[config.mk]
export PLATFORM = sky130hd
export DESIGN_NAME = ghc_front
export DESIGN_NICKNAME = d
export VERILOG_FILES = /design/src/rtl/core/ghc_pkg.sv /design/src/rtl/core/ghc_front.sv
export SDC_FILE = /design/constraint.sdc
export NUM_CORES = 1
export LEC_CHECK = 0
export BUFFER_PORTS_ARGS = -buffer_cell sky130_fd_sc_hd__clkbuf_2
export CORE_MARGIN = 4
export CORE_UTILIZATION = 42
export DETAILED_ROUTE_END_ITERATION = 8
export GPL_TIMING_DRIVEN = 0
export PLACE_DENSITY = 0.78
export SLEW_MARGIN = 20
export SYNTH_ARGS = -nofsm -noshare
export SYNTH_HDL_FRONTEND = slang
export SYNTH_SLANG_ARGS = --single-unit
[constraint.sdc]
create_clock -name clk_i -period 2.3 [get_ports clk_i]
set_clock_uncertainty 0.05 [all_clocks]
set_input_delay 0.115 -clock clk_i [delete_from_list [all_inputs] [get_ports clk_i]]
set_output_delay 0.115 -clock clk_i [all_outputs]
set_load 0.005 [all_outputs]
[src/rtl/core/ghc_pkg.sv]
package ghc_pkg;

  // histogram geometry
  localparam int unsigned NUM_BINS    = 16384;
  localparam int unsigned COUNT_WIDTH = 32;
  localparam int unsigned BIN_AW      = $clog2(NUM_BINS);
  localparam int unsigned PTR_W       = BIN_AW + 1;

  // field widths
  localparam int unsigned OP_W    = 2;
  localparam int unsigned CHAN_W  = 16;
  localparam int unsigned TIME_W  = 32;
  localparam int unsigned CFG_W   = 32;
  localparam int unsigned CIDX_W  = 2;
  localparam int unsigned WBEG_W  = 14;
  localparam int unsigned WEND_W  = 15;
  localparam int unsigned TOT_W   = 46;
  localparam int unsigned FIX_W   = 22;
  localparam int unsigned FRAC_W  = 8;

  // datapath widths
  localparam int unsigned PROD_W  = COUNT_WIDTH + BIN_AW;
  localparam int unsigned XS_W    = PROD_W + BIN_AW;
  localparam int unsigned NUM_W   = XS_W + FRAC_W;
  localparam int unsigned DEV2_W  = 2 * FIX_W;
  localparam int unsigned HALF_W  = FIX_W;
  localparam int unsigned PP_W    = COUNT_WIDTH + HALF_W;
  localparam int unsigned DSUM_W  = COUNT_WIDTH + DEV2_W + BIN_AW;
  localparam int unsigned ROOT_W  = (DSUM_W + 1) / 2;
  localparam int unsigned DIV_CW  = $clog2(NUM_W + 1);
  localparam int unsigned SQRT_CW = $clog2(ROOT_W + 1);

  // opcodes
  localparam logic [OP_W-1:0] OP_INSERT = 2'd0;
  localparam logic [OP_W-1:0] OP_STAT   = 2'd1;
  localparam logic [OP_W-1:0] OP_CLEAR  = 2'd2;

  // configuration register indexes
  localparam logic [CIDX_W-1:0] CFG_WIN_BEGIN = 2'd0;
  localparam logic [CIDX_W-1:0] CFG_WIN_END   = 2'd1;
  localparam logic [CIDX_W-1:0] CFG_GATE_LOW  = 2'd2;
  localparam logic [CIDX_W-1:0] CFG_GATE_HIGH = 2'd3;

  localparam logic [WBEG_W-1:0] WIN_BEGIN_RST = 14'd2000;
  localparam logic [WEND_W-1:0] WIN_END_RST   = 15'd5000;
  localparam logic [TIME_W-1:0] GATE_LOW_RST  = 32'd3500000;
  localparam logic [TIME_W-1:0] GATE_HIGH_RST = 32'd8800000;

  typedef enum logic [2:0] {
    CMD_INS  = 3'b001,
    CMD_STAT = 3'b010,
    CMD_CLR  = 3'b100
  } ghc_cmd_e;

  typedef struct packed {
    ghc_cmd_e            kind;
    logic [BIN_AW-1:0]   bin;
  } ghc_cmd_t;

  typedef struct packed {
    logic [WBEG_W-1:0] window_begin;
    logic [WEND_W-1:0] window_end;
    logic [TIME_W-1:0] gate_low;
    logic [TIME_W-1:0] gate_high;
  } ghc_cfg_t;

endpackage

[src/rtl/core/ghc_front.sv]
module ghc_front (
  input  logic                         clk_i,
  input  logic                         rst_ni,
  input  logic                         in_valid_i,
  output logic                         in_ready_o,
  input  logic [ghc_pkg::OP_W-1:0]     opcode_i,
  input  logic [ghc_pkg::CHAN_W-1:0]   energy_channel_i,
  input  logic [ghc_pkg::TIME_W-1:0]   time_stamp_i,
  input  ghc_pkg::ghc_cfg_t            cfg_i,
  input  logic                         init_done_i,
  output logic                         cmd_valid_o,
  input  logic                         cmd_ready_i,
  output ghc_pkg::ghc_cmd_t            cmd_o
);
  import ghc_pkg::*;

  ghc_cmd_t   fifo_q [2];
  logic       wr_q, rd_q;
  logic [1:0] cnt_q, cnt_d;
  logic       accept, keep, pop;
  ghc_cmd_t   cls;

  // classify: dropped inserts and unused opcodes never reach the queue
  always_comb begin
    keep     = 1'b0;
    cls.kind = CMD_INS;
    cls.bin  = energy_channel_i[BIN_AW-1:0];
    unique case (opcode_i)
      OP_INSERT: begin
        keep = ({1'b0, energy_channel_i} < (CHAN_W+1)'(NUM_BINS))
            && (time_stamp_i > cfg_i.gate_low) && (time_stamp_i < cfg_i.gate_high);
      end
      OP_STAT: begin
        keep     = 1'b1;
        cls.kind = CMD_STAT;
      end
      OP_CLEAR: begin
        keep     = 1'b1;
        cls.kind = CMD_CLR;
      end
      default: keep = 1'b0;
    endcase
  end

  assign in_ready_o  = init_done_i && (cnt_q != 2'd2);
  assign accept      = in_valid_i && in_ready_o;
  assign cmd_valid_o = (cnt_q != 2'd0);
  assign cmd_o       = fifo_q[rd_q];
  assign pop         = cmd_valid_o && cmd_ready_i;

  always_comb begin
    cnt_d = cnt_q;
    if (accept && keep) cnt_d = cnt_d + 2'd1;
    if (pop)            cnt_d = cnt_d - 2'd1;
  end

  always_ff @(posedge clk_i or negedge rst_ni) begin
    if (!rst_ni) begin
      wr_q  <= 1'b0;
      rd_q  <= 1'b0;
      cnt_q <= 2'd0;
    end else begin
      cnt_q <= cnt_d;
      if (accept && keep) wr_q <= ~wr_q;
      if (pop)            rd_q <= ~rd_q;
    end
  end

  always_ff @(posedge clk_i) begin
    if (accept && keep) fifo_q[wr_q] <= cls;
  end

endmodule

**After elaboration in Yosys (flattened, before gate mapping)**

Memories as Yosys holds them, arrays and structs flattened.
Index checks and enable logic that the tools add are counted.

- Flip-flop bits (word level): 4
- Bits in writable memories: 34
- Input bits: 148
- Output and inout port bits: 19
- Logic and storage cells: 29
- Memories kept: 1

Memories:

| memory | depth | bits a word | rd ports | clocked after memory_dff | write ports | line | RTL |
|---|---|---|---|---|---|---|---|
| fifo_q | 2 | 17 | 1 | 0 | 1 | ghc_front.sv:17 | `ghc_cmd_t fifo_q [2];` |

- Add/subtract/negate cells: 2
- Magnitude comparators: 3
- Equal/unequal tests: 3
- Mux-type cells: 6
- Bitwise operators: 2
- Reduce and logical (&&, ||, !) cells: 9

Operator list:

| operator | number |
|---|---|
| $gt A32 B32 Y1 | 1 |
| $lt A32 B32 Y1 | 1 |
| $lt A16 B15 Y1 const B | 1 |
| $logic_and A1 B1 Y1 | 6 |
| $pmux W3 S2 | 1 |
| $mux W2 | 2 |
| $add A2 B1 Y2 const B | 1 |
| $eq A2 B1 Y1 const B | 1 |
| $eq A2 B2 Y1 const B | 1 |
| $logic_not A2 Y1 | 1 |
| $mux W1 | 2 |
| $ne A2 B2 Y1 const B | 1 |
| $not A1 Y1 | 2 |
| $pmux W1 S2 | 1 |
| $reduce_bool A2 Y1 | 1 |
| $reduce_or A2 Y1 | 1 |
| $sub A2 B1 Y2 const B | 1 |

**Logic depth before layout (Yosys ltp)**

Gate-level depths: netlist of the first run.

- Depth after elaboration: 8
- Mapped depth: 11
- Mapped depth without buffers: 10

**Worst setup path after synthesis of the first run**

Ideal clock, no wire load.

- Path kind: input -> register
- Start point: input cfg_i[11] (netlist bit)
- End point: memory fifo_q[0][0] (netlist bit), enable pin
- Library setup time: 0.393 ns
- Arrival: 2.524 ns
- Required time: 1.857 ns
- Setup slack: -0.666 ns
- Stages on the path: 10
- Buffers on the path: 1
- Cell sequence: inv_1 ha_1 a21oi_1 o21ai_0 a221oi_1 a31oi_1 o41ai_1 o2111a_1 buf_6 nor2b_1

- Longest elaborated chain between the ends: 6

RTL lines:

| element | line | RTL |
|---|---|---|
| start: declaration | ghc_front.sv:9 | `input ghc_pkg::ghc_cfg_t cfg_i,` |
| $lt A32 B32 Y1 | ghc_front.sv:31 | `&& (time_stamp_i > cfg_i.gate_low) && (time_stamp_i < cfg_i.gate_high);` |
| $logic_and A1 B1 Y1 | ghc_front.sv:31 |  |
| $pmux W1 S2 | ghc_front.sv:28 | `unique case (opcode_i)` |
| $logic_and A1 B1 Y1 | ghc_front.sv:70 | `if (accept && keep) fifo_q[wr_q] <= cls;` |
| $mux W1 | ghc_front.sv:70 |  |
| $mux W1 (not written as such) | ghc_front.sv:70 |  |
| end: declaration | ghc_front.sv:17 |  |

No other way between the ends.

**Worst setup path after layout of the first run**

- Start point: input cfg_i[11] (netlist bit)
- End point: memory fifo_q[0][8] (netlist bit), enable pin

Same word-level chain as after synthesis.

==> impl_metrics.toml, run 1 <==
[global_routing]
antenna_found_initial = 0
track_usage_pct = 17.6
grt_max_degree = 18
grt_overflow = 0
grt_pass1_wl_mm = 12.6
grt_pass1_vias = 2968

[worst_setup_path]
crit_slowest_cell = "o41ai_2"
critPathCaptureType = "register"
r2r_cells = 7
path_delay_family = "compound AO/OA/AOI/OAI gates"
max_stage_delay_ns = 0.28
critPathMaxFanout = 6
r2r_slack_ns = 0.39
worstPathRequired_ns = 2.26
start_kind = "primary input"
regToRegEndpoint = "fifo_q[0][8]"
critPathArrivalTime_ns = 2.18
cp_cell_sequence = "clkbuf_2 > inv_1 > ha_4 > a21oi_2 > o21ai_2 > a221oi_2 > a31oi_1 > o41ai_2 > o2111a_1 > buf_6 > nor2b_4 > clkbuf_16"
reg2reg_from = "cnt_q[0]"
critPathKind = "primary input to register"
critPathBufInv = 4

[die]
die_area_sq_mm = 0.00900
start_util_pct = 43.5
coreArea_sq_mm = 0.00729
dieWidth_um = 94.9
rows = 31
die_h_um = 94.9
io_pins = 167

[cells_and_area]
multi_input_area_sq_mm = 0.00201
fill_cells = 607
nets = 694
num_antenna_cells = 0
synthToLayoutAreaGrowth_pct = 45.1
final_cells = 577
layout_common_cells = "138 x clkbuf_2, 63 x inv_1, 56 x ha_1"
final_common_cell = "clkbuf_2"
seqCellArea_sq_mm = 0.00112
drive_gt1_share_pct = 44.6

[timing]
final.min_clock_period_ns = 2.22
worst_pin_slew_ns = 0.476
rsz0062_at_grt = "true"
hold_viol = 0
post-route-period-util_pct = 96.4
slew_headroom_pct = 68.3
fmax_mhz = 451
maxSlewViolCount = 0
setup_ws_ns = 0.0830
setup_viol_count_final = 0

[logic_synthesis]
yosysSeqAreaShare_pct = 35.4
synth_top_area_cell = "edfxtp_1"
synth_edf_count = 34
ys_ff_latch = 38
yosys_warnings = 0
ys_top_cells_by_area = "edfxtp_1 32%, ha_1 27%, inv_1 8.3%, mux2_2 6.0%, a21oi_1 4.3%"
synth_area_sq_mm = 0.00317
synth_top_flop_cell = "edfxtp_1"
synth_top_cell_area_share_pct = 32.2
syn_nets = 528
syn_avg_cell_area_sq_um = 10.2
async_flop_share_pct = 10.5
synth.distinct_cells = 38
syn_inst = 311

[power]
cellPowerDensity_mw_per_mm2 = 543
switching_share_pct = 29.2
p_comb_share_pct = 39.2
power_frac_clock_pct = 26.5
p_seq_share_pct = 34.3
p_sw_uw = 729
p_leak_nw = 2.34
vdd.ir_drop.worst_uv = 241
p_int_mw = 1.77

[placed_design]
dp_hpwl_mm = 6.62
pre_cts_ws_ns = -0.485
port_buffers = 137
dp_cells = 547
place.gp.congestion = 0.861

[clocking]
path_clk_slew_ns = 0.07
cts_tree = "yes"
clockRootBuffer = "clkbuf_8"
insertion_delay_ns = 0.29
clock_path_buffers = 2
numCtsBuffers = 5
htree_levels = 2
clock-sinks = 38

[route]
wire_per_inst_um = 13.8
drtPass1Iterations = 4
vias_per_cell = 4.91
drcViolationCount = 0
drtAntennaViolNets = 0
vias = 2832
finalWirelength_mm = 7.94
drt_iter0_markers = 54

[outcome]
outcome = "finished, final reports clean"

[worst_hold_path]
min_path_type = "primary input to async pin"

[job]
maxCapViolations = 0
-- worst reg2reg max path: cells and delay by family (launching register included) --
| family | cells | cell delay (ns) |
|---|---|---|
| adder cells (fa/ha/maj) | 1 | 0.21 |
| flip-flops | 1 | 0.39 |
| buffers and inverters | 3 | 0.39 |
| AND/OR/NAND/NOR | 2 | 0.37 |
| AO/OA/AOI/OAI | 1 | 0.22 |
-- metrics by stage --
stage | cell area, sq um | utilization, % | TNS, ns | hold WS (ns) | power (mW)
after CTS | 4450 | 61.0 | 0 | 0.125 | 2.48
after global placement | 4130 | 56.6 | -18.16 | -0.126 | 1.75
after global routing | 4600 | 63.1 | -0.272 | 0.119 | 2.69
after floorplan | 3320 | - | 0 | -0.231 | 1.43
final | 4600 | 63.1 | 0 | 0.144 | 2.50
after detailed placement | 4130 | 56.6 | -15.54 | -0.121 | 1.78
-- worst max path at each step --
stage	startpoint	end	slack [ns]	depth (start not counted)
after floorplan	cfg_i[31]	fifo_q[0][0]	0.003	9
after global placement	time_stamp_i[14]	fifo_q[0][2]	-0.56	9
after detailed placement	opcode_i[0]	fifo_q[0][10]	-0.48	10
after CTS	time_stamp_i[29]	fifo_q[0][6]	0.02	10
after global routing	cfg_i[9]	fifo_q[0][8]	-0.04	12
final	cfg_i[11]	fifo_q[0][8]	0.08	12
-- power groups by stage --
stage               clock network [mW]  registers [mW]  logic (mW)
floorplan                            0           0.861       0.573
global placement                     0           0.866       0.880
detailed placement                   0           0.869       0.913
CTS                              0.678           0.856       0.945
global route                     0.720           0.866        1.10
finish                           0.662           0.857       0.978
-- per-layer routing --
metal	global-route usage, %	share of wire (%)	up-vias
met5	0	0	-
met4	4.93	1.7	0
met3	4.14	7.2	17
met2	33.9	54	104
met1	18.9	37	1284
li1	-	-	1427
-- layout make-up --
cell class,instances,area share (%)
clock buffers,5,1.50
plain buffers,3,0.435
inverters,70,5.87
multi-input cells,200,43.6
repair buffers,159,20.0
clock inverters,3,1.50
flip-flops and latches,38,24.4
well taps,99,2.69
-- cell usage after synthesis (2+ instances only) --
library cell / count
dfrtp_1: 4
and2_1: 2
or4_1: 2
mux2_2: 17
nand4_1: 8
and4_1: 4
a21oi_1: 27
xor2_1: 2
clkbuf_1: 2
nand2_1: 16
edfxtp_1: 34
nor2b_1: 5
a221oi_1: 2
xnor2_1: 2
nand3_1: 11
a31oi_1: 2
nor2_1: 3
o21ai_0: 6
inv_1: 70
ha_1: 69
a21o_1: 6
-- cell families (layout without fill, tap and decap cells) --
family | count (synthesis) | after routing | synth area share [%]
muxes | 18 | 18 | 6.35
DFF | 38 | 38 | 35.4
buffers and inverters | 73 | 240 | 8.88
adders and majority gates | 69 | 69 | 27.2
AOI/OAI and AO/OA | 52 | 52 | 10.8
xor gates and xnor gates | 4 | 4 | 1.11
and+or+nand+nor | 57 | 57 | 10.3
-- flip-flops by register name, summed over array words and instances, names as in the netlist --
signal  cells
rd_q        1
wr_q        1
cnt_q       2
fifo_q     34
-- what timing repair did --
| item | 4_1_cts | 5_1_grt |
|---|---|---|
| endpoints found under the hold margin | 32 | 0 |
| gates resized for setup | 1 | 22 |
| cloned | 0 | 1 |
| hold buffers | 15 | 0 |
| setup buffers | 2 | 4 |
| endpoints found under the setup margin | 34 | 44 |
| pin swaps | 0 | 9 |
Power figures use the tool's default switching activity.
==> run 2: changes to the inputs <==
--- a/config.mk
+++ b/config.mk
@@ -10,7 +10,7 @@
 export CORE_UTILIZATION = 42
 export DETAILED_ROUTE_END_ITERATION = 8
 export GPL_TIMING_DRIVEN = 0
-export PLACE_DENSITY = 0.78
+export PLACE_DENSITY = 0.89
 export SLEW_MARGIN = 20
 export SYNTH_ARGS = -nofsm -noshare
 export SYNTH_HDL_FRONTEND = slang
==> impl_metrics.toml, run 2 (synthesis results as in run 1) <==
[cells_and_area]
synthToLayoutAreaGrowth_pct = 46.4
num_antenna_cells = 0
fill_cells = 565
final_common_cell = "clkbuf_2"
max_flop_register = "fifo_q"
largest_reg_flops = 34
final_cells = 575
layout_common_cells = "133 x clkbuf_2, 59 x inv_1, 54 x ha_1"
utilization_pct = 63.7
reg_top3 = "fifo_q x34, cnt_q x2"
nets = 692
drive_gt1_share_pct = 46.2

[placed_design]
dp_hpwl_mm = 6.74
pre_cts_ws_ns = -0.623
dp_cells = 547
port_buffers = 137
place.gp.congestion = 0.821

[route]
drt_iter0_markers = 59
vias = 2830
finalWirelength_mm = 8.25
drtPass1Iterations = 4
drtAntennaViolNets = 0
wire_per_inst_um = 14.3
vias_per_cell = 4.92
drcViolationCount = 0

[timing]
fmax_mhz = 435
setup_viol_count_final = 0
worst_pin_slew_ns = 0.557
post-route-period-util_pct = 100
slew_headroom_pct = 62.9
rsz0062_at_grt = "true"
final.min_clock_period_ns = 2.30
setup_ws_ns = 0.000326
maxSlewViolCount = 0
hold_viol = 0

[worst_setup_path]
r2r_cells = 7
crit_slowest_cell = "nor4_2"
critPathBufInv = 3
r2r_slack_ns = 0.28
start_kind = "primary input"
critPathCaptureType = "register"
critPathArrivalTime_ns = 2.25
cp_cell_sequence = "clkbuf_2 > ha_1 > nand4_1 > nor4_2 > nand2_1 > a31oi_2 > o2111a_1 > buf_6 > nor2b_4 > clkbuf_16"
max_stage_delay_ns = 0.38
path_delay_family = "simple AND/OR/NAND/NOR gates"
critPathKind = "primary input to register"
worstPathRequired_ns = 2.25
critPathMaxFanout = 8
reg2reg_from = "cnt_q[0]"
regToRegEndpoint = "fifo_q[0][2]"

[die]
start_util_pct = 43.5
dieWidth_um = 94.9
die_area_sq_mm = 0.00900
rows = 31
coreArea_sq_mm = 0.00729
io_pins = 167
die_h_um = 94.9

[global_routing]
grt_pass1_vias = 3003
grt_pass1_wl_mm = 12.7
grt_overflow = 0
track_usage_pct = 17.7
grt_max_degree = 18
antenna_found_initial = 0

[job]
maxCapViolations = 0

[power]
p_leak_nw = 2.32
switching_share_pct = 30.9
power_frac_clock_pct = 19.0
vdd.ir_drop.worst_uv = 366
p_seq_share_pct = 37.3
cellPowerDensity_mw_per_mm2 = 496
p_sw_uw = 712
p_comb_share_pct = 43.6
p_int_mw = 1.59

[clocking]
path_clk_slew_ns = 0.06
clock-sinks = 38
insertion_delay_ns = 0.28
clock_path_buffers = 2
numCtsBuffers = 5
cts_tree = "yes"
htree_levels = 2
clockRootBuffer = "clkbuf_8"

[outcome]
outcome = "finished, final reports clean"

[worst_hold_path]
min_path_type = "primary input to async pin"
-- run 2: per-layer routing --
| metal | routed length, um | vias to the layer above | track usage [%] | share of wire, % |
|---|---|---|---|---|
| li1 | - | 1425 | - | - |
| met1 | 3160 | 1292 | 19.1 | 38 |
| met2 | 4460 | 107 | 35.9 | 54 |
| met3 | 563 | 6 | 2.79 | 6.8 |
| met4 | 65 | 0 | 2.88 | 0.79 |
| met5 | 0 | - | 0 | 0 |
-- run 2: worst max-delay path by stage --
stage,from,end,slack [ns],cells after the start
detailed placement,opcode_i[0],fifo_q[0][9],-0.62,10
global route,time_stamp_i[14],fifo_q[0][13],-0.07,10
global placement,opcode_i[0],fifo_q[0][7],-0.61,10
CTS,opcode_i[0],fifo_q[1][12],0.02,10
floorplan,cfg_i[31],fifo_q[0][0],0.003,9
finish,time_stamp_i[14],fifo_q[0][2],0.0003,10
-- run 2: final cells by class --
| class | count | area, sq um | share of cell area (%) |
|---|---|---|---|
| tap | 99 | 124 | 2.67 |
| buffer | 3 | 20.0 | 0.431 |
| clock buffer | 8 | 90.1 | 1.94 |
| multi-input combinational | 200 | 2060 | 44.3 |
| inverter | 70 | 278 | 5.98 |
| timing repair buffer | 157 | 952 | 20.5 |
| sequential | 38 | 1120 | 24.1 |
-- run 2: repair_timing --
action                     CTS  global route
pin swaps                    0            19
gates cloned                 0             2
hold endpoints to repair    32             0
hold buffers                15             0
resized for setup            3            42
setup endpoints to repair   34            43
buffers inserted             1             2
-- run 2: worst register-to-register path: stages (launching register included) --
cell       delay (ns)
dfrtp_1          0.39
inv_1            0.10
ha_1             0.20
nor2b_1          0.19
o2111a_1         0.23
buf_6            0.11
nor2b_4          0.26
clkbuf_16        0.21
-- run 2: power by group through the flow --
stage	sequential [mW]	combinational [mW]	clock, mW
after floorplan	0.861	0.573	0
after global placement	0.866	0.871	0
after detailed placement	0.871	0.905	0
after CTS	0.858	0.939	0.450
after global routing	0.865	1.12	0.482
final	0.860	1.00	0.438
-- run 2: metrics by stage --
stage | area, sq um | hold WS, ns | power, mW | setup TNS (ns)
3_5_place_dp | 4130 | -0.120 | 1.78 | -20.33
2_1_floorplan | 3320 | -0.231 | 1.43 | 0
4_1_cts | 4400 | 0.142 | 2.25 | 0
3_3_place_gp | 4130 | -0.125 | 1.74 | -20.05
5_1_grt | 4640 | 0.156 | 2.47 | -0.861
6_report | 4640 | 0.144 | 2.30 | 0
==> run 3: changes to the inputs <==
--- a/config.mk
+++ b/config.mk
@@ -7,10 +7,10 @@
 export LEC_CHECK = 0
 export BUFFER_PORTS_ARGS = -buffer_cell sky130_fd_sc_hd__clkbuf_2
 export CORE_MARGIN = 4
-export CORE_UTILIZATION = 42
+export CORE_UTILIZATION = 46
 export DETAILED_ROUTE_END_ITERATION = 8
 export GPL_TIMING_DRIVEN = 0
-export PLACE_DENSITY = 0.89
+export PLACE_DENSITY = 0.92
 export SLEW_MARGIN = 20
 export SYNTH_ARGS = -nofsm -noshare
 export SYNTH_HDL_FRONTEND = slang
==> constraint.sdc (replaced) <==
create_clock -name clk_i -period 2.4 [get_ports clk_i]
set_clock_uncertainty 0.05 [all_clocks]
set_input_delay 0.12 -clock clk_i [delete_from_list [all_inputs] [get_ports clk_i]]
set_output_delay 0.12 -clock clk_i [all_outputs]
set_load 0.005 [all_outputs]
==> impl_metrics.toml, run 3 (synthesis results as in run 1) <==
[power]
cellPowerDensity_mw_per_mm2 = 495
p_leak_nw = 2.26
power_mw = 2.10
vdd.ir_drop.worst_uv = 207

[cells_and_area]
synthToLayoutAreaGrowth_pct = 33.7
nets = 689
largest_reg_flops = 34
utilization_pct = 64.9
multi_input_area_sq_mm = 0.00180
final_common_cell = "clkbuf_2"
reg_top3 = "fifo_q x34, cnt_q x2"
num_antenna_cells = 0
drive_gt1_share_pct = 36.6
final_cells = 550
layout_common_cells = "137 x clkbuf_2, 70 x inv_1, 69 x ha_1"
max_flop_register = "fifo_q"
final_area_sq_mm = 0.00424
fill_cells = 506
seqCellArea_sq_mm = 0.00112

[timing]
post-route-period-util_pct = 96.5
slew_headroom_pct = 60.8
hold_viol = 0
hold_slack_ns = 0.152
worst_pin_slew_ns = 0.588
maxSlewViolCount = 0
fmax_mhz = 432
rsz0062_at_grt = "false"
setup_viol_count_final = 0
final.min_clock_period_ns = 2.32

[worst_hold_path]
min_path_type = "primary input to async pin"

[global_routing]
antenna_found_initial = 0
grt_overflow = 0
grt_pass1_wl_mm = 12.9
grt_pass1_vias = 3013
track_usage_pct = 18.9
grt_max_degree = 18

[route]
drcViolationCount = 0
vias = 2838
drtAntennaViolNets = 0
wire_per_inst_um = 14.7
drt_iter0_markers = 72
drtPass1Iterations = 4
vias_per_cell = 5.16
finalWirelength_mm = 8.09

[placed_design]
dp_cells = 525
place.gp.congestion = 0.840
dp_hpwl_mm = 6.90
port_buffers = 137
placed_area_sq_mm = 0.00396

[die]
rows = 29
die_h_um = 91.0
coreArea_sq_mm = 0.00653
dieWidth_um = 91.0
io_pins = 167
die_area_sq_mm = 0.00828
start_util_pct = 48.5

[worst_setup_path]
worstPathRequired_ns = 2.34
start_kind = "primary input"
critPathCaptureType = "register"
critPathMaxFanout = 17
critPathKind = "primary input to register"
critPathArrivalTime_ns = 2.25
r2r_slack_ns = 0.53

[clocking]
cts_tree = "yes"
clockRootBuffer = "clkbuf_8"
path_clk_slew_ns = 0.07
clock-sinks = 38
insertion_delay_ns = 0.27
htree_levels = 2
numCtsBuffers = 5
clock_path_buffers = 2

[job]
maxCapViolations = 0

[outcome]
outcome = "finished, final reports clean"
[run 3: worst max-delay path: stages]
cell and delay, ns:
clkbuf_2 0.11, inv_1 0.08, ha_1 0.16, or4b_1 0.46
a21oi_2 0.16, o21ai_0 0.10, o41ai_1 0.34, o2111a_1 0.26
buf_6 0.14, nor2b_4 0.16, buf_12 0.16
[run 3: through the flow]
| step | setup WS, ns | setup TNS (ns) |
|---|---|---|
| after floorplan | 0.0174 | 0 |
| after global placement | -0.366 | -11.38 |
| after detailed placement | -0.438 | -13.72 |
| after CTS | 0.0682 | 0 |
| after global routing | 0.00976 | 0 |
| final | 0.0849 | 0 |
[run 3: worst paths after layout]
path                              from             to  cells past startpoint
setup / recovery           opcode_i[0]   fifo_q[0][5]                     11
hold / removal                  rst_ni           wr_q                      2
setup reg to reg              cnt_q[0]   fifo_q[0][5]                      7
hold reg to reg                   wr_q           wr_q                      1
max in group asynchronous       rst_ni       cnt_q[0]                      2
min in group clk_i         opcode_i[0]  fifo_q[0][15]                      2
[run 3: what timing repair did]
item,4_1_cts,5_1_grt
pin swaps,0,3
resized for setup,1,5
endpoints found under the setup margin,34,34
hold endpoints to repair,30,2
gates cloned,0,1
setup buffers,1,0
hold buffers,14,1
[run 3: report_power, final]
| group | total [mW] | leakage (nW) | switching (mW) | internal [mW] |
|---|---|---|---|---|
| Sequential | 0.823 | 0.353 | 0.0403 | 0.783 |
| Combinational | 0.881 | 1.87 | 0.424 | 0.457 |
| Clock | 0.394 | 0.0426 | 0.194 | 0.199 |
| Total | 2.10 | 2.26 | 0.659 | 1.44 |
[run 3: final cells by class]
class	instances	share of cell area, %
multi-input cells	201	42.5
flip-flops and latches	38	26.4
repair buffers	153	20.2
inverters	70	6.20
well taps	77	2.27
clock buffers	6	1.71
plain buffers	3	0.443
clock inverters	2	0.207
[run 3: routing by layer]
| metal | share of wire (%) | global-route usage (%) |
|---|---|---|
| met3 | 6.3 | 3.39 |
| met5 | 0 | 0 |
| met1 | 38 | 20.5 |
| met4 | 3.1 | 6.41 |
| met2 | 52 | 36.5 |
